--- src/rtl/tfl_pkg.sv ---
// Package for the text stream line formatter: shared types, character codes,
// configuration register indexes and line-kind codes. No dependencies.
`default_nettype none

package tfl_pkg;

	// Character codes used by the formatter.
	localparam logic [7:0] CH_TAB    = 8'h09;
	localparam logic [7:0] CH_NL     = 8'h0A;
	localparam logic [7:0] CH_SPACE  = 8'h20;
	localparam logic [7:0] CH_DOLLAR = 8'h24;
	localparam logic [7:0] CH_DASH   = 8'h2D;
	localparam logic [7:0] CH_ZERO   = 8'h30;
	localparam logic [7:0] CH_QMARK  = 8'h3F;
	localparam logic [7:0] CH_I      = 8'h49;
	localparam logic [7:0] CH_M      = 8'h4D;
	localparam logic [7:0] CH_HAT    = 8'h5E;
	localparam logic [7:0] CH_PRINT_LO = 8'd32;
	localparam logic [7:0] CH_PRINT_HI = 8'd126;
	localparam logic [7:0] CTRL_OFFSET = 8'd64;

	// Configuration register indexes.
	localparam int unsigned CFG_IDX_W = 3;
	localparam int unsigned CFG_DATA_W = 2;
	localparam logic [CFG_IDX_W-1:0] CFG_SQUEEZE_BLANK  = 3'd0;
	localparam logic [CFG_IDX_W-1:0] CFG_NUMBER_MODE    = 3'd1;
	localparam logic [CFG_IDX_W-1:0] CFG_MARK_LINE_END  = 3'd2;
	localparam logic [CFG_IDX_W-1:0] CFG_SHOW_TABS      = 3'd3;
	localparam logic [CFG_IDX_W-1:0] CFG_CARET_NOTATION = 3'd4;

	// Numbering modes.
	localparam logic [1:0] NUM_NONE = 2'd0;
	localparam logic [1:0] NUM_ALL  = 2'd1;

	typedef enum logic [1:0] {
		KIND_START   = 2'd0,
		KIND_NEWLINE = 2'd1,
		KIND_OTHER   = 2'd2
	} kind_t;

	typedef struct packed {
		logic       squeeze_blank;
		logic [1:0] number_mode;
		logic       mark_line_end;
		logic       show_tabs;
		logic       caret_notation;
	} cfg_t;

	// One classified request: which pieces the back end prints, in order.
	typedef struct packed {
		logic       num;
		logic       dollar;
		logic       meta;
		logic       hat;
		logic [7:0] chr;
	} desc_t;

	typedef enum logic [2:0] {
		PH_START,
		PH_NUM,
		PH_TAB,
		PH_DOLLAR,
		PH_META_M,
		PH_META_DASH,
		PH_HAT,
		PH_CHAR
	} phase_t;

endpackage

`default_nettype wire

--- src/rtl/tfl_front.sv ---
// Front end of the line formatter: accepts raw bytes, tracks line state and
// the BCD line counter, and classifies each byte into a descriptor. Uses tfl_pkg.
`default_nettype none

module tfl_front
	import tfl_pkg::*;
#(
	parameter int unsigned NUMBER_DIGITS = 6
) (
	input  wire logic                       clk,
	input  wire logic                       arst_n,
	input  wire cfg_t                       cfg,
	input  wire logic                       in_valid,
	output logic                            in_ready,
	input  wire logic [7:0]                 in_byte,
	output logic                            push_valid,
	input  wire logic                       push_ready,
	output desc_t                           push_desc,
	output logic [4*NUMBER_DIGITS-1:0]      push_number
);

	localparam int unsigned NUM_W = 4 * NUMBER_DIGITS;

	kind_t            kind_q;
	logic [1:0]       blank_q;
	logic [NUM_W-1:0] number_q;

	logic             is_nl;
	logic             at_start;
	logic [1:0]       blank_d;
	logic             printing;
	logic             do_num;
	logic             accept;
	logic [NUMBER_DIGITS-1:0] nine;
	logic [NUM_W-1:0] bumped;
	logic [7:0]       low;

	assign is_nl    = (in_byte == CH_NL);
	assign at_start = (kind_q == KIND_START) || (kind_q == KIND_NEWLINE);

	always_comb begin
		blank_d = blank_q;
		if (cfg.squeeze_blank) begin
			if (is_nl && kind_q == KIND_NEWLINE) begin
				if (blank_q < 2'd2)
					blank_d = blank_q + 2'd1;
			end else begin
				blank_d = 2'd0;
			end
		end
	end

	assign printing = !(cfg.squeeze_blank && blank_d > 2'd1);
	assign do_num   = at_start && (cfg.number_mode != NUM_NONE) &&
		((cfg.number_mode == NUM_ALL) || !is_nl);

	// Each digit steps once all lower digits are nine or more; a nine wraps to zero.
	for (genvar i = 0; i < NUMBER_DIGITS; i++) begin : g_bump
		logic carry;
		assign nine[i] = (number_q[4*i +: 4] >= 4'd9);
		if (i == 0) begin : g_lsd
			assign carry = 1'b1;
		end else begin : g_upper
			assign carry = &nine[i-1:0];
		end
		assign bumped[4*i +: 4] = !carry ? number_q[4*i +: 4] :
			(nine[i] ? 4'd0 : number_q[4*i +: 4] + 4'd1);
	end

	// Character classification for the back end.
	assign low = cfg.caret_notation ? {1'b0, in_byte[6:0]} : in_byte;

	always_comb begin
		push_desc.num    = do_num;
		push_desc.dollar = cfg.mark_line_end && is_nl;
		push_desc.meta   = 1'b0;
		push_desc.hat    = 1'b0;
		push_desc.chr    = in_byte;
		if (cfg.show_tabs && in_byte == CH_TAB) begin
			push_desc.hat = 1'b1;
			push_desc.chr = CH_I;
		end else if (cfg.caret_notation) begin
			push_desc.meta = in_byte[7];
			priority if (low == CH_NL || low == CH_TAB ||
				(low >= CH_PRINT_LO && low <= CH_PRINT_HI)) begin
				push_desc.chr = low;
			end else if (low < CH_PRINT_LO) begin
				push_desc.hat = 1'b1;
				push_desc.chr = low + CTRL_OFFSET;
			end else begin
				push_desc.hat = 1'b1;
				push_desc.chr = CH_QMARK;
			end
		end
	end

	assign in_ready    = push_ready;
	assign push_valid  = in_valid && printing;
	assign push_number = number_q;
	assign accept      = in_valid && in_ready;

	always_ff @(posedge clk or negedge arst_n) begin
		if (!arst_n) begin
			kind_q   <= KIND_START;
			blank_q  <= 2'd0;
			number_q <= NUM_W'(1);
		end else if (accept) begin
			kind_q  <= is_nl ? KIND_NEWLINE : KIND_OTHER;
			blank_q <= blank_d;
			if (printing && do_num)
				number_q <= bumped;
		end
	end

	// Only a newline can ever be swallowed by blank-line squeezing.
	a_suppress_nl: assert property (@(posedge clk) disable iff (!arst_n)
		(in_valid && !printing) |-> is_nl)
		else $error("non-newline byte suppressed");

endmodule

`default_nettype wire

--- src/rtl/tfl_queue.sv ---
// Two-entry queue of classified requests between front and back end of the
// line formatter. Uses tfl_pkg for the descriptor type.
`default_nettype none

module tfl_queue
	import tfl_pkg::*;
#(
	parameter int unsigned NUM_W = 24
) (
	input  wire logic             clk,
	input  wire logic             arst_n,
	input  wire logic             push_valid,
	output logic                  push_ready,
	input  wire desc_t            push_desc,
	input  wire logic [NUM_W-1:0] push_number,
	output logic                  head_valid,
	input  wire logic             pop,
	output desc_t                 head_desc,
	output logic [NUM_W-1:0]      head_number
);

	desc_t            desc_q   [2];
	logic [NUM_W-1:0] number_q [2];
	logic             wr_q;
	logic             rd_q;
	logic [1:0]       count_q;
	logic             do_push;
	logic             do_pop;

	assign push_ready  = (count_q != 2'd2);
	assign head_valid  = (count_q != 2'd0);
	assign head_desc   = desc_q[rd_q];
	assign head_number = number_q[rd_q];
	assign do_push     = push_valid && push_ready;
	assign do_pop      = pop && head_valid;

	always_ff @(posedge clk) begin
		if (do_push) begin
			desc_q[wr_q]   <= push_desc;
			number_q[wr_q] <= push_number;
		end
	end

	always_ff @(posedge clk or negedge arst_n) begin
		if (!arst_n) begin
			wr_q    <= 1'b0;
			rd_q    <= 1'b0;
			count_q <= 2'd0;
		end else begin
			if (do_push)
				wr_q <= !wr_q;
			if (do_pop)
				rd_q <= !rd_q;
			count_q <= count_q + 2'(do_push) - 2'(do_pop);
		end
	end

	a_count_range: assert property (@(posedge clk) disable iff (!arst_n)
		count_q <= 2'd2)
		else $error("queue count out of range");

	a_pop_nonempty: assert property (@(posedge clk) disable iff (!arst_n)
		pop |-> head_valid)
		else $error("pop from empty queue");

endmodule

`default_nettype wire

--- src/rtl/tfl_back.sv ---
// Back end of the line formatter: walks each queued descriptor and emits its
// output bytes one per cycle unless stalled, from a register. Uses tfl_pkg.
`default_nettype none

module tfl_back
	import tfl_pkg::*;
#(
	parameter int unsigned NUMBER_DIGITS = 6
) (
	input  wire logic                       clk,
	input  wire logic                       arst_n,
	input  wire logic                       head_valid,
	input  wire desc_t                      head_desc,
	input  wire logic [4*NUMBER_DIGITS-1:0] head_number,
	output logic                            pop,
	output logic                            out_valid,
	input  wire logic                       out_ready,
	output logic [7:0]                      out_byte,
	output logic                            last
);

	localparam int unsigned DW = (NUMBER_DIGITS > 1) ? $clog2(NUMBER_DIGITS) : 1;

	phase_t       phase_q;
	phase_t       phase_d;
	phase_t       cur;
	phase_t       after_tab;
	phase_t       after_dollar;
	phase_t       after_meta;
	logic [DW-1:0] digit_q;
	logic [DW-1:0] digit_d;
	logic [DW-1:0] idx;
	logic          load;
	logic          out_valid_q;
	logic [7:0]    out_byte_q;
	logic          last_q;
	logic [7:0]    byte_d;
	logic [NUMBER_DIGITS-1:0] zero;
	logic [NUMBER_DIGITS-1:0] lead;
	logic [3:0]    raw_digit;
	logic [3:0]    digit_val;

	// Leading zero digits print as spaces, apart from the lowest digit.
	for (genvar i = 0; i < NUMBER_DIGITS; i++) begin : g_lead
		assign zero[i] = (head_number[4*i +: 4] == 4'd0);
		if (i == NUMBER_DIGITS - 1) begin : g_top
			assign lead[i] = 1'b1;
		end else begin : g_rest
			assign lead[i] = &zero[NUMBER_DIGITS-1:i+1];
		end
	end

	assign after_meta   = head_desc.hat ? PH_HAT : PH_CHAR;
	assign after_dollar = head_desc.meta ? PH_META_M : after_meta;
	assign after_tab    = head_desc.dollar ? PH_DOLLAR : after_dollar;

	always_comb begin
		if (phase_q == PH_START) begin
			cur = head_desc.num ? PH_NUM : after_tab;
			idx = DW'(NUMBER_DIGITS - 1);
		end else begin
			cur = phase_q;
			idx = digit_q;
		end
	end

	assign load = head_valid && (!out_valid_q || out_ready);

	// Next state.
	always_comb begin
		phase_d = phase_q;
		digit_d = digit_q;
		if (load) begin
			unique case (cur)
				PH_NUM: begin
					if (idx == DW'(0)) begin
						phase_d = PH_TAB;
					end else begin
						phase_d = PH_NUM;
						digit_d = idx - DW'(1);
					end
				end
				PH_TAB:       phase_d = after_tab;
				PH_DOLLAR:    phase_d = after_dollar;
				PH_META_M:    phase_d = PH_META_DASH;
				PH_META_DASH: phase_d = after_meta;
				PH_HAT:       phase_d = PH_CHAR;
				PH_CHAR:      phase_d = PH_START;
				default:      phase_d = PH_START;
			endcase
		end
	end

	assign raw_digit = head_number[4*idx +: 4];
	assign digit_val = (raw_digit > 4'd9) ? 4'd9 : raw_digit;

	// Outputs.
	always_comb begin
		unique case (cur)
			PH_NUM: begin
				if (lead[idx] && digit_val == 4'd0 && idx != DW'(0))
					byte_d = CH_SPACE;
				else
					byte_d = CH_ZERO + {4'd0, digit_val};
			end
			PH_TAB:       byte_d = CH_TAB;
			PH_DOLLAR:    byte_d = CH_DOLLAR;
			PH_META_M:    byte_d = CH_M;
			PH_META_DASH: byte_d = CH_DASH;
			PH_HAT:       byte_d = CH_HAT;
			PH_CHAR:      byte_d = head_desc.chr;
			default:      byte_d = head_desc.chr;
		endcase
		pop = load && (cur == PH_CHAR);
	end

	always_ff @(posedge clk or negedge arst_n) begin
		if (!arst_n) begin
			phase_q     <= PH_START;
			digit_q     <= '0;
			out_valid_q <= 1'b0;
		end else begin
			phase_q <= phase_d;
			digit_q <= digit_d;
			if (load)
				out_valid_q <= 1'b1;
			else if (out_ready)
				out_valid_q <= 1'b0;
		end
	end

	always_ff @(posedge clk) begin
		if (load) begin
			out_byte_q <= byte_d;
			last_q     <= pop;
		end
	end

	assign out_valid = out_valid_q;
	assign out_byte  = out_byte_q;
	assign last      = last_q;

	// Midway through a request the queue head must stay put.
	a_head_held: assert property (@(posedge clk) disable iff (!arst_n)
		(phase_q != PH_START) |-> head_valid)
		else $error("queue head lost during expansion");

	a_pop_restart: assert property (@(posedge clk) disable iff (!arst_n)
		pop |=> (phase_q == PH_START))
		else $error("sequencer not restarted after final byte");

endmodule

`default_nettype wire

--- src/rtl/text_stream_line_formatter.sv ---
// Top level of the text stream line formatter: configuration registers and
// the front end, request queue and back end. Uses tfl_pkg, tfl_front,
// tfl_queue and tfl_back.
`default_nettype none

// The formatter turns a stream of raw text bytes into formatted bytes; its
// output sequencer sets the throughput at one output byte per cycle while
// out_ready is high. An input byte expanding to up to NUMBER_DIGITS + 5
// output bytes occupies the sequencer, so ordinary bytes flow at one per
// cycle and longer expansions stall the input once the two-entry request
// queue between front and back end is full. A byte removed by blank-line
// squeezing gives no output. The last flag marks the final output byte of
// each input byte. Configuration must be written only when idle (unchecked).
module text_stream_line_formatter
	import tfl_pkg::*;
#(
	parameter int unsigned NUMBER_DIGITS = 6
) (
	input  wire logic                  clk,
	input  wire logic                  arst_n,
	input  wire logic                  cfg_write,
	input  wire logic [CFG_IDX_W-1:0]  cfg_index,
	input  wire logic [CFG_DATA_W-1:0] cfg_data,
	input  wire logic                  in_valid,
	output logic                       in_ready,
	input  wire logic [7:0]            in_byte,
	output logic                       out_valid,
	input  wire logic                  out_ready,
	output logic [7:0]                 out_byte,
	output logic                       last
);

	localparam int unsigned NUM_W = 4 * NUMBER_DIGITS;

	cfg_t             cfg_q;
	logic             push_valid;
	logic             push_ready;
	desc_t            push_desc;
	logic [NUM_W-1:0] push_number;
	logic             head_valid;
	logic             pop;
	desc_t            head_desc;
	logic [NUM_W-1:0] head_number;

	always_ff @(posedge clk or negedge arst_n) begin
		if (!arst_n) begin
			cfg_q <= '0;
		end else if (cfg_write) begin
			unique case (cfg_index)
				CFG_SQUEEZE_BLANK:  cfg_q.squeeze_blank  <= cfg_data[0];
				CFG_NUMBER_MODE:    cfg_q.number_mode    <= cfg_data;
				CFG_MARK_LINE_END:  cfg_q.mark_line_end  <= cfg_data[0];
				CFG_SHOW_TABS:      cfg_q.show_tabs      <= cfg_data[0];
				CFG_CARET_NOTATION: cfg_q.caret_notation <= cfg_data[0];
				default: ;
			endcase
		end
	end

	tfl_front #(
		.NUMBER_DIGITS(NUMBER_DIGITS)
	) u_front (
		.clk        (clk),
		.arst_n     (arst_n),
		.cfg        (cfg_q),
		.in_valid   (in_valid),
		.in_ready   (in_ready),
		.in_byte    (in_byte),
		.push_valid (push_valid),
		.push_ready (push_ready),
		.push_desc  (push_desc),
		.push_number(push_number)
	);

	tfl_queue #(
		.NUM_W(NUM_W)
	) u_queue (
		.clk        (clk),
		.arst_n     (arst_n),
		.push_valid (push_valid),
		.push_ready (push_ready),
		.push_desc  (push_desc),
		.push_number(push_number),
		.head_valid (head_valid),
		.pop        (pop),
		.head_desc  (head_desc),
		.head_number(head_number)
	);

	tfl_back #(
		.NUMBER_DIGITS(NUMBER_DIGITS)
	) u_back (
		.clk        (clk),
		.arst_n     (arst_n),
		.head_valid (head_valid),
		.head_desc  (head_desc),
		.head_number(head_number),
		.pop        (pop),
		.out_valid  (out_valid),
		.out_ready  (out_ready),
		.out_byte   (out_byte),
		.last       (last)
	);

endmodule

`default_nettype wire
--- config.mk ---
export PLATFORM = sky130hd
export DESIGN_NAME = text_stream_line_formatter
export DESIGN_NICKNAME = d
export VERILOG_FILES = /design/src/rtl/tfl_pkg.sv /design/src/rtl/tfl_front.sv /design/src/rtl/tfl_queue.sv /design/src/rtl/tfl_back.sv /design/src/rtl/text_stream_line_formatter.sv
export SDC_FILE = /design/constraint.sdc
export NUM_CORES = 1
export LEC_CHECK = 0
export ABC_AREA = 1
export BUFFER_PORTS_ARGS = -buffer_cell sky130_fd_sc_hd__buf_2
export CAP_MARGIN = 15
export CORE_MARGIN = 4
export CORE_UTILIZATION = 51
export CTS_BUF_LIST = sky130_fd_sc_hd__clkbuf_4 sky130_fd_sc_hd__clkbuf_8 sky130_fd_sc_hd__clkbuf_16
export DETAILED_ROUTE_END_ITERATION = 6
export GPL_ROUTABILITY_DRIVEN = 0
export HOLD_SLACK_MARGIN = 0.02
export PLACE_DENSITY_LB_ADDON = 0.12
export SLEW_MARGIN = 20
export SYNTH_ARGS = -nofsm -noshare
export SYNTH_HDL_FRONTEND = slang
export SYNTH_SLANG_ARGS = --single-unit
--- constraint.sdc ---
create_clock -name clk -period 6.8 [get_ports clk]
set_clock_uncertainty 0.2 [all_clocks]
set_input_delay 0.34 -clock clk [delete_from_list [all_inputs] [get_ports clk]]
set_output_delay 0.34 -clock clk [all_outputs]
set_load 0.01 [all_outputs]
Word-level counts from Yosys, hierarchy flattened --
Memory sizes are Yosys's and may differ from the RTL's. Cells that the tools add are included.
Storage, ports and cells: flip-flop bits (word level) 54, bits in latches 0, bits in writable memories 72, memory bits (read-only) 0, bits of input ports 18, output and inout bits 11, logic and storage cells 158, memories kept 2
Memories:
- u_queue.number_q | words 2, width 24, rd ports 1, clocked after Yosys merged registers in 0, write ports 1, RTL line tfl_queue.sv:23 | logic [NUM_W-1:0] number_q [2];
- u_queue.desc_q | words 2, width 12, rd ports 1, clocked after Yosys merged registers in 0, write ports 1, RTL line tfl_queue.sv:22 | desc_t desc_q [2];
Operators by class: $add $sub $neg 12, multiply operators 0, divide/modulo/power cells 0, magnitude comparators 13, equal/unequal tests 18, shift-type cells 1, muxes and demuxes 34, bitwise operators 1, reduce and logical (&&, ||, !) cells 56
Operators by type and width (count):
- one-hot mux 8 bit (6 select lines) | 1
- == test 8 x 4 -> 1 bit, second input constant | 4
- two-way mux 8 bit | 4
- two-way mux 4 bit | 7
- adder 4 x 1 -> 4 bit, second input constant | 6
- greater-or-equal comparator 4 bit, second input constant | 6
- zero test 4 bit | 6
- variable part select 24 x 6 -> 4 bit | 1
- one-hot mux 3 bit (6 select lines) | 1
- logical AND 1 bit | 16
- == test 3 bit, second input constant | 5
- two-way mux 3 bit | 5
- AND reduction 2 bit | 7
- == test 3 x 2 -> 1 bit, second input constant | 4
- two-way mux 10 bit | 1
- two-way mux 2 bit | 5
- AND reduction 5 bit | 2
- zero test 3 bit | 3
- two-way mux 9 bit | 1
- AND reduction 3 bit | 3
- adder 8 x 7 -> 8 bit, second input constant | 1
- greater-or-equal comparator 8 x 6 -> 1 bit, second input constant | 1
- less-or-equal comparator 8 x 7 -> 1 bit, second input constant | 1
- less-than comparator 8 x 6 -> 1 bit, second input constant | 1
- other kinds (23) | 43

Logic depth before layout (Yosys ltp) --
Gate-level depths: netlist of run 1.
depth after elaboration 11, mapped depth 14, mapped depth without buffers 14

By module --
A second synthesis of run 1 with hierarchy kept.
Unflattened totals: cells, all modules 733, area, all modules 6663.9 µm²
By module, submodules not included:
- tfl_queue | instances 1, cells each 219, area each 2850.2 µm², seq. area each 2262.2 µm²
- tfl_front | instances 1, cells each 278, area each 2150.8 µm², seq. area each 701.9 µm²
- tfl_back | instances 1, cells each 196, area each 1365.1 µm², seq. area each 445.4 µm²
- text_stream_line_formatter | instances 1, cells each 40, area each 297.8 µm², seq. area each 150.1 µm²

Worst setup path after synthesis of run 1 --
Ideal clock, no wire load.
kind input-to-reg, from in in_byte[3], to mem u_queue.desc_q[1][0] (netlist bit) (enable), setup time 0.431 ns, arrival 2.433 ns, required time 6.169 ns, setup slack 3.737 ns, cell stages on the path 9, path buffers 0, path through inv_1 -> nor2_1 -> nand3_1 -> nor2_2 -> nand3_1 -> inv_1 -> nand3_2 -> nand2_2 -> nor2_1
On the way: word-level cells in the longest chain between the ends 11
RTL lines:
- from (decl) | RTL line text_stream_line_formatter.sv:26 | input wire logic [7:0] in_byte,
- == test 8 x 4 -> 1 bit | RTL line tfl_front.sv:38 | assign is_nl = (in_byte == CH_NL);
- logical AND 1 bit | RTL line tfl_front.sv:44 | if (is_nl && kind_q == KIND_NEWLINE) begin
- two-way mux 2 bit | RTL line tfl_front.sv:44
- two-way mux 2 bit | RTL line tfl_front.sv:43 | if (cfg.squeeze_blank) begin
- greater-than comparator 2 x 1 -> 1 bit | RTL line tfl_front.sv:53 | assign printing = !(cfg.squeeze_blank && blank_d > 2'd1);
- logical AND 1 bit | RTL line tfl_front.sv:53
- zero test 1 bit | RTL line tfl_front.sv:53
- logical AND 1 bit | RTL line tfl_front.sv:98 | assign push_valid = in_valid && printing;
- logical AND 1 bit | RTL line tfl_queue.sv:34 | assign do_push = push_valid && push_ready;
- two-way mux 1 bit | RTL line tfl_queue.sv:38 | if (do_push) begin
- two-way mux 1 bit (not written as such) | RTL line tfl_queue.sv:39 | desc_q[wr_q] <= push_desc;
- to (decl) | RTL line tfl_queue.sv:22
Every way passes these cells.

Worst setup path after layout of run 1 --
from reg u_queue.rd_q, to reg u_queue.count_q[1]
On the way: word-level cells in the longest chain between the ends 10
RTL lines:
- from (decl) | RTL line tfl_queue.sv:25 | logic rd_q;
- from (signal assigned) | RTL line tfl_queue.sv:53 | rd_q <= !rd_q;
- memory (2 x 12 bit) *
- two-way mux 1 bit | RTL line tfl_back.sv:53 | assign after_meta = head_desc.hat ? PH_HAT : PH_CHAR;
- two-way mux 3 bit | RTL line tfl_back.sv:54 | assign after_dollar = head_desc.meta ? PH_META_M : after_meta;
- two-way mux 3 bit | RTL line tfl_back.sv:55 | assign after_tab = head_desc.dollar ? PH_DOLLAR : after_dollar;
- two-way mux 3 bit * | RTL line tfl_back.sv:59 | cur = head_desc.num ? PH_NUM : after_tab;
- two-way mux 3 bit * | RTL line tfl_back.sv:58 | if (phase_q == PH_START) begin
- == test 3 bit * | RTL line tfl_back.sv:114 | pop = load && (cur == PH_CHAR);
- logical AND 1 bit * | RTL line tfl_back.sv:114
- logical AND 1 bit * | RTL line tfl_queue.sv:35 | assign do_pop = pop && head_valid;
- via u_queue.do_pop | RTL line tfl_queue.sv:28 | logic do_pop;
- subtractor 2 x 1 -> 2 bit * | RTL line tfl_queue.sv:54 | count_q <= count_q + 2'(do_push) - 2'(do_pop);
- to (signal assigned) | RTL line tfl_queue.sv:54
- to (decl) | RTL line tfl_queue.sv:26 | logic [1:0] count_q;
Mark *: on every way through the listed nets, which the timed path passes. The rest lies on a longest branch. A chain may end at the register's enable or synchronous reset.

==> results of run 1 <==
-- cells by family after synthesis --
family                   after synthesis
AND/OR/NAND/NOR                      328
flip-flops                           126
buffers and inverters                108
AO/OA/AOI/OAI                         84
adder cells (fa/ha/maj)               25
XOR/XNOR                              12
multiplexers                           3
-- power by group through the flow --
stage,registers [mW],logic (mW),clock network [mW]
6_report,1.15,1.13,0.913
5_1_grt,1.17,1.30,0.974
4_1_cts,1.15,1.13,0.930
3_5_place_dp,1.16,1.12,0
3_3_place_gp,1.16,1.10,0
2_1_floorplan,1.16,0.869,0
-- worst max-delay path: cells and delay by family, from the launching register on --
family,cells,cell delay [ns]
buf+inv,3,0.55
flops,1,0.35
compound gates,1,0.15
xor+xnor,1,0.17
simple gates,7,0.65
fa+ha+maj,2,0.50
-- worst paths after layout --
| path | slack [ns] | cells after the start | endpoint | startpoint |
|---|---|---|---|---|
| max in group asynchronous | 5.70 | 2 | u_back.digit_q[2] | arst_n |
| min reg2reg | 0.29 | 2 | u_front.kind_q[0] | u_front.kind_q[0] |
| max reg2reg | 4.13 | 14 | u_queue.count_q[1] | u_queue.rd_q |
| min | 0.04 | 3 | u_queue.desc_q[0][9] | in_byte[7] |
| min in group asynchronous | 0.28 | 2 | u_front.push_number[5] | arst_n |
| max | 4.13 | 14 | u_queue.count_q[1] | u_queue.rd_q |
-- layer usage --
| layer | routed length (um) | up-vias | GRT usage (%) |
|---|---|---|---|
| met1 | 5900 | 2101 | 25.6 |
| li1 | - | 2322 | - |
| met2 | 5470 | 72 | 26.7 |
| met4 | 164 | 0 | 6.30 |
| met5 | 0 | - | 0 |
| met3 | 416 | 17 | 4.81 |
-- state kept, by name, summed over array words and instances, names as in the netlist, named ones only --
signal,flops
u_front.kind_q,2
u_queue.desc_q,24
cfg_q,6
u_queue.wr_q,1
u_back.phase_q,3
u_queue.number_q,48
u_back.out_valid,1
u_back.digit_q,3
u_queue.rd_q,1
u_front.push_number,24
u_back.last,1
u_back.out_byte,8
u_front.blank_q,1
u_queue.count_q,2
-- cell usage in the layout, fill, tap and decap left out, types with 3 or more instances in the layout --
| cell | instances |
|---|---|
| sky130_fd_sc_hd__nand3_1 | 52 |
| sky130_fd_sc_hd__nor2_4 | 6 |
| sky130_fd_sc_hd__buf_4 | 3 |
| sky130_fd_sc_hd__xor2_1 | 10 |
| sky130_fd_sc_hd__or2_2 | 6 |
| sky130_fd_sc_hd__dfrtp_1 | 44 |
| sky130_fd_sc_hd__inv_1 | 87 |
| sky130_fd_sc_hd__nand4_1 | 4 |
| sky130_fd_sc_hd__clkbuf_16 | 17 |
| sky130_fd_sc_hd__nand2_1 | 191 |
| sky130_fd_sc_hd__edfxtp_1 | 81 |
| sky130_fd_sc_hd__a21boi_0 | 4 |
| sky130_fd_sc_hd__a21oi_1 | 12 |
| sky130_fd_sc_hd__dlygate4sd3_1 | 9 |
| sky130_fd_sc_hd__nor2_1 | 47 |
| sky130_fd_sc_hd__o21ai_1 | 9 |
| sky130_fd_sc_hd__nand2_2 | 7 |
| sky130_fd_sc_hd__ha_1 | 25 |
| sky130_fd_sc_hd__clkinv_2 | 3 |
| sky130_fd_sc_hd__clkinvlp_4 | 3 |
| sky130_fd_sc_hd__buf_2 | 27 |
| sky130_fd_sc_hd__o21ai_0 | 49 |
| sky130_fd_sc_hd__nor2_2 | 4 |
| sky130_fd_sc_hd__nand3b_1 | 3 |
| sky130_fd_sc_hd__bufinv_16 | 3 |
-- metrics by stage --
| step | util, % | instances |
|---|---|---|
| 2_1_floorplan | - | 686 |
| 3_3_place_gp | 54.8 | 867 |
| 3_5_place_dp | 54.8 | 867 |
| 4_1_cts | 60.6 | 908 |
| 5_1_grt | 60.8 | 909 |
| 6_report | 60.8 | 909 |
-- layout make-up --
cell class,count,area [sq um]
flip-flops and latches,126,3560
well taps,168,210
repair buffers,40,275
multi-input cells,452,2360
fillers,1061,4750
clock inverters,11,140
inverters,91,347
clock buffers,21,468
-- what timing repair did --
action | in CTS | in global routing
hold buffers | 9 | 0
resized for setup | 0 | 0
hold endpoints to repair | 58 | 0
==> results.txt, run 1 <==
- Summing the areas of all fa, ha and maj instances in the mapped netlist gives 4.91% of the synthesized area.
- Buffers added to address setup during post-CTS repair amount to 0.
- Internal power: 2.02 mW
* Leakage power of the design: 3.33 nW
* Final antenna diode count: 0
- The via count of the first global-routing pass is 4283.
- Primary FF master, synth: sky130_fd_sc_hd__edfxtp_1
- A synthesized cell averages 9.28 sq um.
- Starting utilization of the core area: 52.6%
- The tree is rooted in a sky130_fd_sc_hd__clkbuf_16.
- From left edge to right edge, the die measures 120 um.
- After detailed routing, the number of vias per cell comes to 4.96.
- Area leader, netlist: sky130_fd_sc_hd__edfxtp_1
- Initial antenna violation count: 0
- Dominant combinational cell family by area after synthesis: simple AND/OR/NAND/NOR gates
- Proportion of power drawn by flip-flops and latches: 36.0%
- In this run the biggest area consumer among cell types represents 38.2% of the synthesized area.
- Port bufs: 28
* Number of nets in the synthesized netlist: 729
* Final Setup Violations: 0
- Max Fclk: 374 MHz
- Setup_tns: 0 ns
- The worst hold path belongs to the class input pin to flop.
- Startpoint Class: flop
* Buffer depth of the longest clock path: 2
- Counting I/O delays and the setup requirement, the final critical path takes 2.67 ns.
- Number of synthesized register bits: 126
* DP Wirelength: 8.44 mm
* Power density over cell area: 434 mW/mm^2
* Worst-Margin Slew: 0.894 ns
- CP endpoint kind: flop
* Number of warnings reported in the yosys synthesis log: 0
- P&R area growth vs syn: 15.7%
* Post-placement cell area: 0.00664 sq mm
* I/O pin count: 29
* Die span in y: 120 um
* Switch Pwr: 1.18 mW
- Final wirelength: 11.9 mm
- The first global-routing pass estimated 20.3 mm of wire.
* Share of the clock period used by the worst path after layout: 39.3%
- Part of the Yosys area used for sequential elements: 55.9%
- After synthesis the cells add up to 0.00637 sq mm.
- The run finished with clean final reports.
- Wire per inst: 13.1 um
* Crit path required time: 6.93 ns
* Total number of vias: 4512
- Residual DRC count: 0
- TritonCTS built the clock tree.
- Global routing usage summed across all routing layers: 18.0%
- The clock net in this run drives a total of 126 sinks.
* Max-cap check violation count: 0
- For this run, the slowest stage of the critical path takes 0.41 ns.
* Floorplan core area: 0.0121 sq mm
* Final hold violation count: 0
- In this run, distinct cell masters in the synthesized netlist total 41.
* H-tree levels: 4
- Largest fanout of any net on the critical path: 47
- Pin count of the biggest net entering global routing: 48
- Measured against its own limit, the worst slew margin works out to 40.4%.
- Slowest CP cell: sky130_fd_sc_hd__buf_4
- The worst setup path is of the flop to flop kind.
* Critical Path AT: 2.80 ns
- For this run, asynchronously set or reset flops after synthesis account for 35.7%.
- After clock tree synthesis, the clock-pin slew on the worst setup and hold paths is 0.06 ns.
- The design draws 3.20 mW.
- XOR/XNOR share of the synthesized area: 1.65%
- In the synthesized netlist, the number of instances is 686.
* Setup slack after placement: 4.15 ns
* Clk_lat worst skew: 0.41 ns
- Biggest area contributors in the synthesized netlist: sky130_fd_sc_hd__edfxtp_1 38%, sky130_fd_sc_hd__dfrtp_1 17%, sky130_fd_sc_hd__nand2_1 11%, sky130_fd_sc_hd__inv_1 5.1%, sky130_fd_sc_hd__ha_1 4.9%
* Total global routing overflow: 0
- Share of cells above drive strength 1: 13.2%
- Row generation in the floorplan step produced 40 rows.
- TritonCTS created 17 clock buffers.
- Non-Filler Cell Area, Final: 0.00736 sq mm
* Drt first pass iters: 4
* Unrepaired setup endpoints after global routing: no
* EDFF count, synth: 81
- The tightest hold path in the finished design has a slack of 0.0383 ns.
- Setup slack closes at 4.13 ns.
- Complex-gate fraction of the synthesized area: 7.25%
- Count of antenna-violating nets left after detailed routing: 0
- Part of the power in the clock network: 28.6%
* Share of synthesized cell area in and, or, nand and nor gates: 22.7%
- Most used standard cell by instance count after synthesis: sky130_fd_sc_hd__nand2_1
- DR iter-0 viols: 323
* Combinational cell fraction of total power: 35.5%
* Share of synthesized area spent on multiplexers: 0.491%
* Net switching fraction of the power: 36.8%
- Count of pins over their slew limit: 0
- The signal on the critical path passes through buf_4 > nand2_1 > o21ai_2 > nand2_1 > nand2_2 > nand2_4 > nand2_2 > nor2_4 > inv_4 > nor2_1 > ha_1 > inv_1 > ha_1 > xnor2_1.
- # nets final: 771
* Die Outline Area: 0.0143 sq mm
- Across the VDD grid, the largest voltage drop is 177 uV.
- Top post-synthesis cells by count: 191 x sky130_fd_sc_hd__nand2_1, 87 x sky130_fd_sc_hd__inv_1, 81 x sky130_fd_sc_hd__edfxtp_1, 52 x sky130_fd_sc_hd__nand3_1
Note: power is estimated with default switching activity, not from simulation.
==> inputs of run 2 (changes only) <==
--- a/config.mk
+++ b/config.mk
@@ -5,7 +5,7 @@
 export SDC_FILE = /design/constraint.sdc
 export NUM_CORES = 1
 export LEC_CHECK = 0
-export ABC_AREA = 1
+export ABC_AREA = 0
 export BUFFER_PORTS_ARGS = -buffer_cell sky130_fd_sc_hd__buf_2
 export CAP_MARGIN = 15
 export CORE_MARGIN = 4
==> constraint.sdc (replaced) <==
create_clock -name clk -period 2.2 [get_ports clk]
set_clock_uncertainty 0.2 [all_clocks]
set_input_delay 0.11 -clock clk [delete_from_list [all_inputs] [get_ports clk]]
set_output_delay 0.11 -clock clk [all_outputs]
set_load 0.01 [all_outputs]
==> results.txt, run 2 <==
- Number of nets in the synthesized netlist: 520 (was 729)
- Count of pins over their slew limit: 0 (unchanged)
* Most common cell after layout, fill and taps aside: sky130_fd_sc_hd__buf_4 (was sky130_fd_sc_hd__nand2_1)
* Worst-Margin Slew: 0.714 ns (was 0.894 ns)
- The share of the clock period used by the worst path after layout was 121% (was 39.3%).
* Number of buffers added by the clock tree synthesis step: 17 (unchanged)
- Die width: 117 um (was 120 um)
* EDFF count, synth: 81 (unchanged)
- The initial antenna violation count came to 0 (unchanged).
* Source of the worst register-to-register timing path: u_back.phase_q[2] (was u_queue.rd_q)
- The cell total after placement was 721 (was 867).
* Sequential cell area: 0.00356 sq mm (about the same)
* Critical Path AT: 2.62 ns (was 2.80 ns)
- Number of fill cells: 712 (was 1061)
* Most frequent cells in the layout: 91 x sky130_fd_sc_hd__buf_4, 81 x sky130_fd_sc_hd__edfxtp_1, 43 x sky130_fd_sc_hd__dfrtp_1 (was 191 x sky130_fd_sc_hd__nand2_1, 87 x sky130_fd_sc_hd__inv_1, 81 x sky130_fd_sc_hd__edfxtp_1)
- Number of flip-flops in the largest register: 48 (unchanged)
- Floorplan core area: 0.0115 sq mm (was 0.0121 sq mm)
- H-tree levels: 4 (unchanged)
- Synthesized instance count: 477 (was 686)
- The sum of negative setup slack came to -3.05 ns (was 0 ns).
- Top post-synthesis cells by count: 81 x sky130_fd_sc_hd__edfxtp_1, 44 x sky130_fd_sc_hd__dfrtp_1, 34 x sky130_fd_sc_hd__o21ai_0, 31 x sky130_fd_sc_hd__nand2_1, 26 x sky130_fd_sc_hd__nor2_1 (was 191 x sky130_fd_sc_hd__nand2_1, 87 x sky130_fd_sc_hd__inv_1, 81 x sky130_fd_sc_hd__edfxtp_1, 52 x sky130_fd_sc_hd__nand3_1).
- Crit path required time: 2.16 ns (was 6.93 ns)
- Clk_lat worst skew: 0.42 ns (was 0.41 ns)
- Port bufs: 28 (unchanged)
* Number of warnings reported in the yosys synthesis log: 0 (unchanged)
- Startpoint Class: flop (unchanged)
- The number of hold violations in the final report came to 0 (unchanged).
- The checks that failed: negative setup slack.
- The worst-case setup margin in the final layout is -0.459 ns (was 4.13 ns).
- Final wirelength: 14.4 mm (was 11.9 mm)
* Largest fanout of any net on the critical path: 8 (was 47)
- Max-cap check violation count: 0 (unchanged)
- The maximum number of buffers from clock root to sink was 2 (unchanged).
- Result of the run: finished with violations (was completed)
- The final routed DRC violation total is 0 (unchanged).
- Largest reg by FF count: u_queue.number_q (unchanged)
- The most frequently used cell type in the post-synthesis netlist is sky130_fd_sc_hd__edfxtp_1 (was sky130_fd_sc_hd__nand2_1).
- Final Setup Violations: 17 (was 0)
- Global routing usage summed across all routing layers: 21.7% (was 18.0%)
- The class of the tightest hold or removal check is input pin to flop (unchanged).
* I/O pin count: 29 (unchanged)
- Unrepaired setup endpoints after global routing: yes (was no)
- The maximum vdd drop is 1160 uV (was 177 uV).
* Multi-input logic area: 0.00280 sq mm (was 0.00236 sq mm)
- The number of iterations in the first detailed-routing pass came to 4 (unchanged).
- Post-placement cell area: 0.00701 sq mm (was 0.00664 sq mm)
* Starting utilization of the core area: 52.4% (was 52.6%)
- The sequential element share of the synthesized area came to 59.3% (was 55.9%).
* Mean cell area of the mapped netlist: 12.6 sq um (was 9.28 sq um)
- Count of antenna-violating nets left after detailed routing: 0 (unchanged)
- The placed wire-length estimate after detailed placement came to 9.08 mm (was 8.44 mm).
- Number of library cell types mapped by synthesis: 55 (was 41)
- The TritonCTS clock tree is done (unchanged).
* Reg-to-reg setup timing slack: -0.46 ns (was 4.13 ns)
- The category of the worst setup path capture point is a flop (unchanged).
* Root Buffer: sky130_fd_sc_hd__clkbuf_16 (unchanged)
- Wire length of the first global-routing pass: 22.1 mm (was 20.3 mm)
- The fraction of the core area covered by cells at the end of the flow came to 74.9% (was 60.8%).
- Sink Count: 126 (unchanged)
- The total power divided by cell area was 1220 mW/mm^2 (was 434 mW/mm^2).
- Proportion of synthesized flip-flops having asynchronous set or reset: 35.7% (unchanged)
* CTS clock-pin slew for the worst setup and hold paths: 0.06 ns (about the same)
* Headroom to the max-slew limit: 52.4% (was 40.4%)
* Average vias per placed instance: 5.59 (was 4.96)
* P&R area growth vs syn: 42.9% (was 15.7%)
- Biggest area contributors in the synthesized netlist: sky130_fd_sc_hd__edfxtp_1 41%, sky130_fd_sc_hd__dfrtp_1 18%, sky130_fd_sc_hd__ha_1 5.2%, sky130_fd_sc_hd__mux4_2 3.8%, sky130_fd_sc_hd__o21ai_0 2.8% (was sky130_fd_sc_hd__edfxtp_1 38%, sky130_fd_sc_hd__dfrtp_1 17%, sky130_fd_sc_hd__nand2_1 11%, sky130_fd_sc_hd__inv_1 5.1%, sky130_fd_sc_hd__ha_1 4.9%).
* Leakage power of the design: 3.39 nW (was 3.33 nW)
- The via count of the first global-routing pass came to 4451 (was 4283).
- The achievable clock frequency was 376 MHz (was 374 MHz).
- The die footprint is 0.0136 sq mm (was 0.0143 sq mm).
- Final Critical Period: 2.66 ns (was 2.67 ns)
- The die height was 117 um (was 120 um).
* Num rows: 39 (was 40)
- Launch instance of the worst min-delay path: in_byte[7] (unchanged)
- DR iter-0 viols: 276 (was 323)
- Post-layout power: 10.5 mW (was 3.20 mW)
* # nets final: 687 (was 771)
- The final cell area excluding filler cells was 0.00858 sq mm (was 0.00736 sq mm).
- The overall overflow remaining after global route was 0 (unchanged).
* Number of synthesized register bits: 126 (unchanged)
- Share of cells above drive strength 1: 43.5% (was 13.2%)
* Synth Cell Area: 0.00601 sq mm (was 0.00637 sq mm)
- Wire per inst: 18.0 um (was 13.1 um)
* Number of instances on the worst hold path: 4 (was 3)
- The top-area cell type share of the netlist area came to 40.5% (was 38.2%).
* Total number of vias: 4472 (was 4512)
* Path depth of the worst reg2reg path: 7 (was 14)
* Worst Path Class, Setup: flop to flop (unchanged)
- Pin count of the biggest net entering global routing: 37 (was 48)
* Area leader, netlist: sky130_fd_sc_hd__edfxtp_1 (unchanged)
- Final antenna diode count: 0 (unchanged)
* Layout Cells excl Fill: 800 (was 909)
- Capture endpoint of the worst hold path: u_queue.desc_q[0][7] (was u_queue.desc_q[0][9])
- The main flop type after synthesis is sky130_fd_sc_hd__edfxtp_1 (unchanged).
* R2r endpoint: u_back.out_byte[4] (was u_queue.count_q[1])
[run 2: worst max-delay path by stage]
stage                       from                 end  slack [ns]  cells after the start
2_1_floorplan  u_back.phase_q[2]  u_back.out_byte[4]       -0.56                      8
3_3_place_gp   u_back.phase_q[2]  u_back.out_byte[4]       -0.45                      7
3_5_place_dp   u_back.phase_q[2]  u_back.out_byte[4]       -0.46                      7
4_1_cts        u_back.phase_q[2]  u_back.out_byte[4]       -0.44                      7
5_1_grt        u_back.phase_q[2]  u_back.out_byte[4]       -0.53                      8
6_report       u_back.phase_q[2]  u_back.out_byte[4]       -0.46                      7
[run 2: worst max-delay path: stages, from the launching register on]
cell and delay, ns:
sky130_fd_sc_hd__dfrtp_1 0.40, sky130_fd_sc_hd__o31ai_4 0.28, sky130_fd_sc_hd__buf_12 0.16, sky130_fd_sc_hd__mux4_2 0.50, sky130_fd_sc_hd__a32o_1 0.22, sky130_fd_sc_hd__a211o_1 0.26, sky130_fd_sc_hd__nor4_2 0.28, sky130_fd_sc_hd__a21oi_1 0.10
[run 2: final cells by class]
cell class / count / share of cell area (%)
flip-flops and latches: 126 / 41.5
well taps: 143 / 2.08
clock inverters: 14 / 1.97
clock buffers: 18 / 5.04
inverters: 25 / 1.09
repair buffers: 164 / 15.7
multi-input cells: 310 / 32.6
[run 2: per-layer routing]
metal | track usage [%] | vias to the layer above | part of all wire, %
met5 | 0 | - | 0
met2 | 34.9 | 83 | 50
met3 | 5.85 | 19 | 3.9
li1 | - | 2144 | -
met4 | 7.04 | 0 | 1.4
met1 | 28.7 | 2226 | 44
[run 2: cells by family (layout without fill, tap and decap cells)]
family / Yosys count / count (layout) / share of synthesized area, %
flops: 126 / 126 / 59.3
xor+xnor: 6 / 6 / 0.875
simple gates: 143 / 144 / 12.5
compound gates: 101 / 101 / 11.3
buf+inv: 42 / 221 / 2.90
fa+ha+maj: 25 / 25 / 5.21
mux: 34 / 34 / 8.00
[run 2: power by group]
| part | internal (mW) | total (mW) | switching (mW) |
|---|---|---|---|
| sequential | 3.17 | 3.49 | 0.323 |
| combinational | 2.13 | 4.15 | 2.02 |
| clock | 1.79 | 2.83 | 1.04 |
| total | 7.08 | 10.5 | 3.39 |
[run 2: stage by stage]
step                setup slack [ns]  hold slack, ns
finish                        -0.459          0.0611
global route                  -0.526          0.0735
CTS                           -0.436           0.100
detailed placement            -0.456        -0.00662
global placement              -0.445         -0.0124
floorplan                     -0.560          -0.386
[run 2: timing repair]
item,in CTS,in global routing
setup endpoints to repair,107,33
hold endpoints to repair,53,2
gates resized for setup,41,90
hold buffers,21,1
cloned,1,0
pin swaps,8,29
setup buffers,15,13
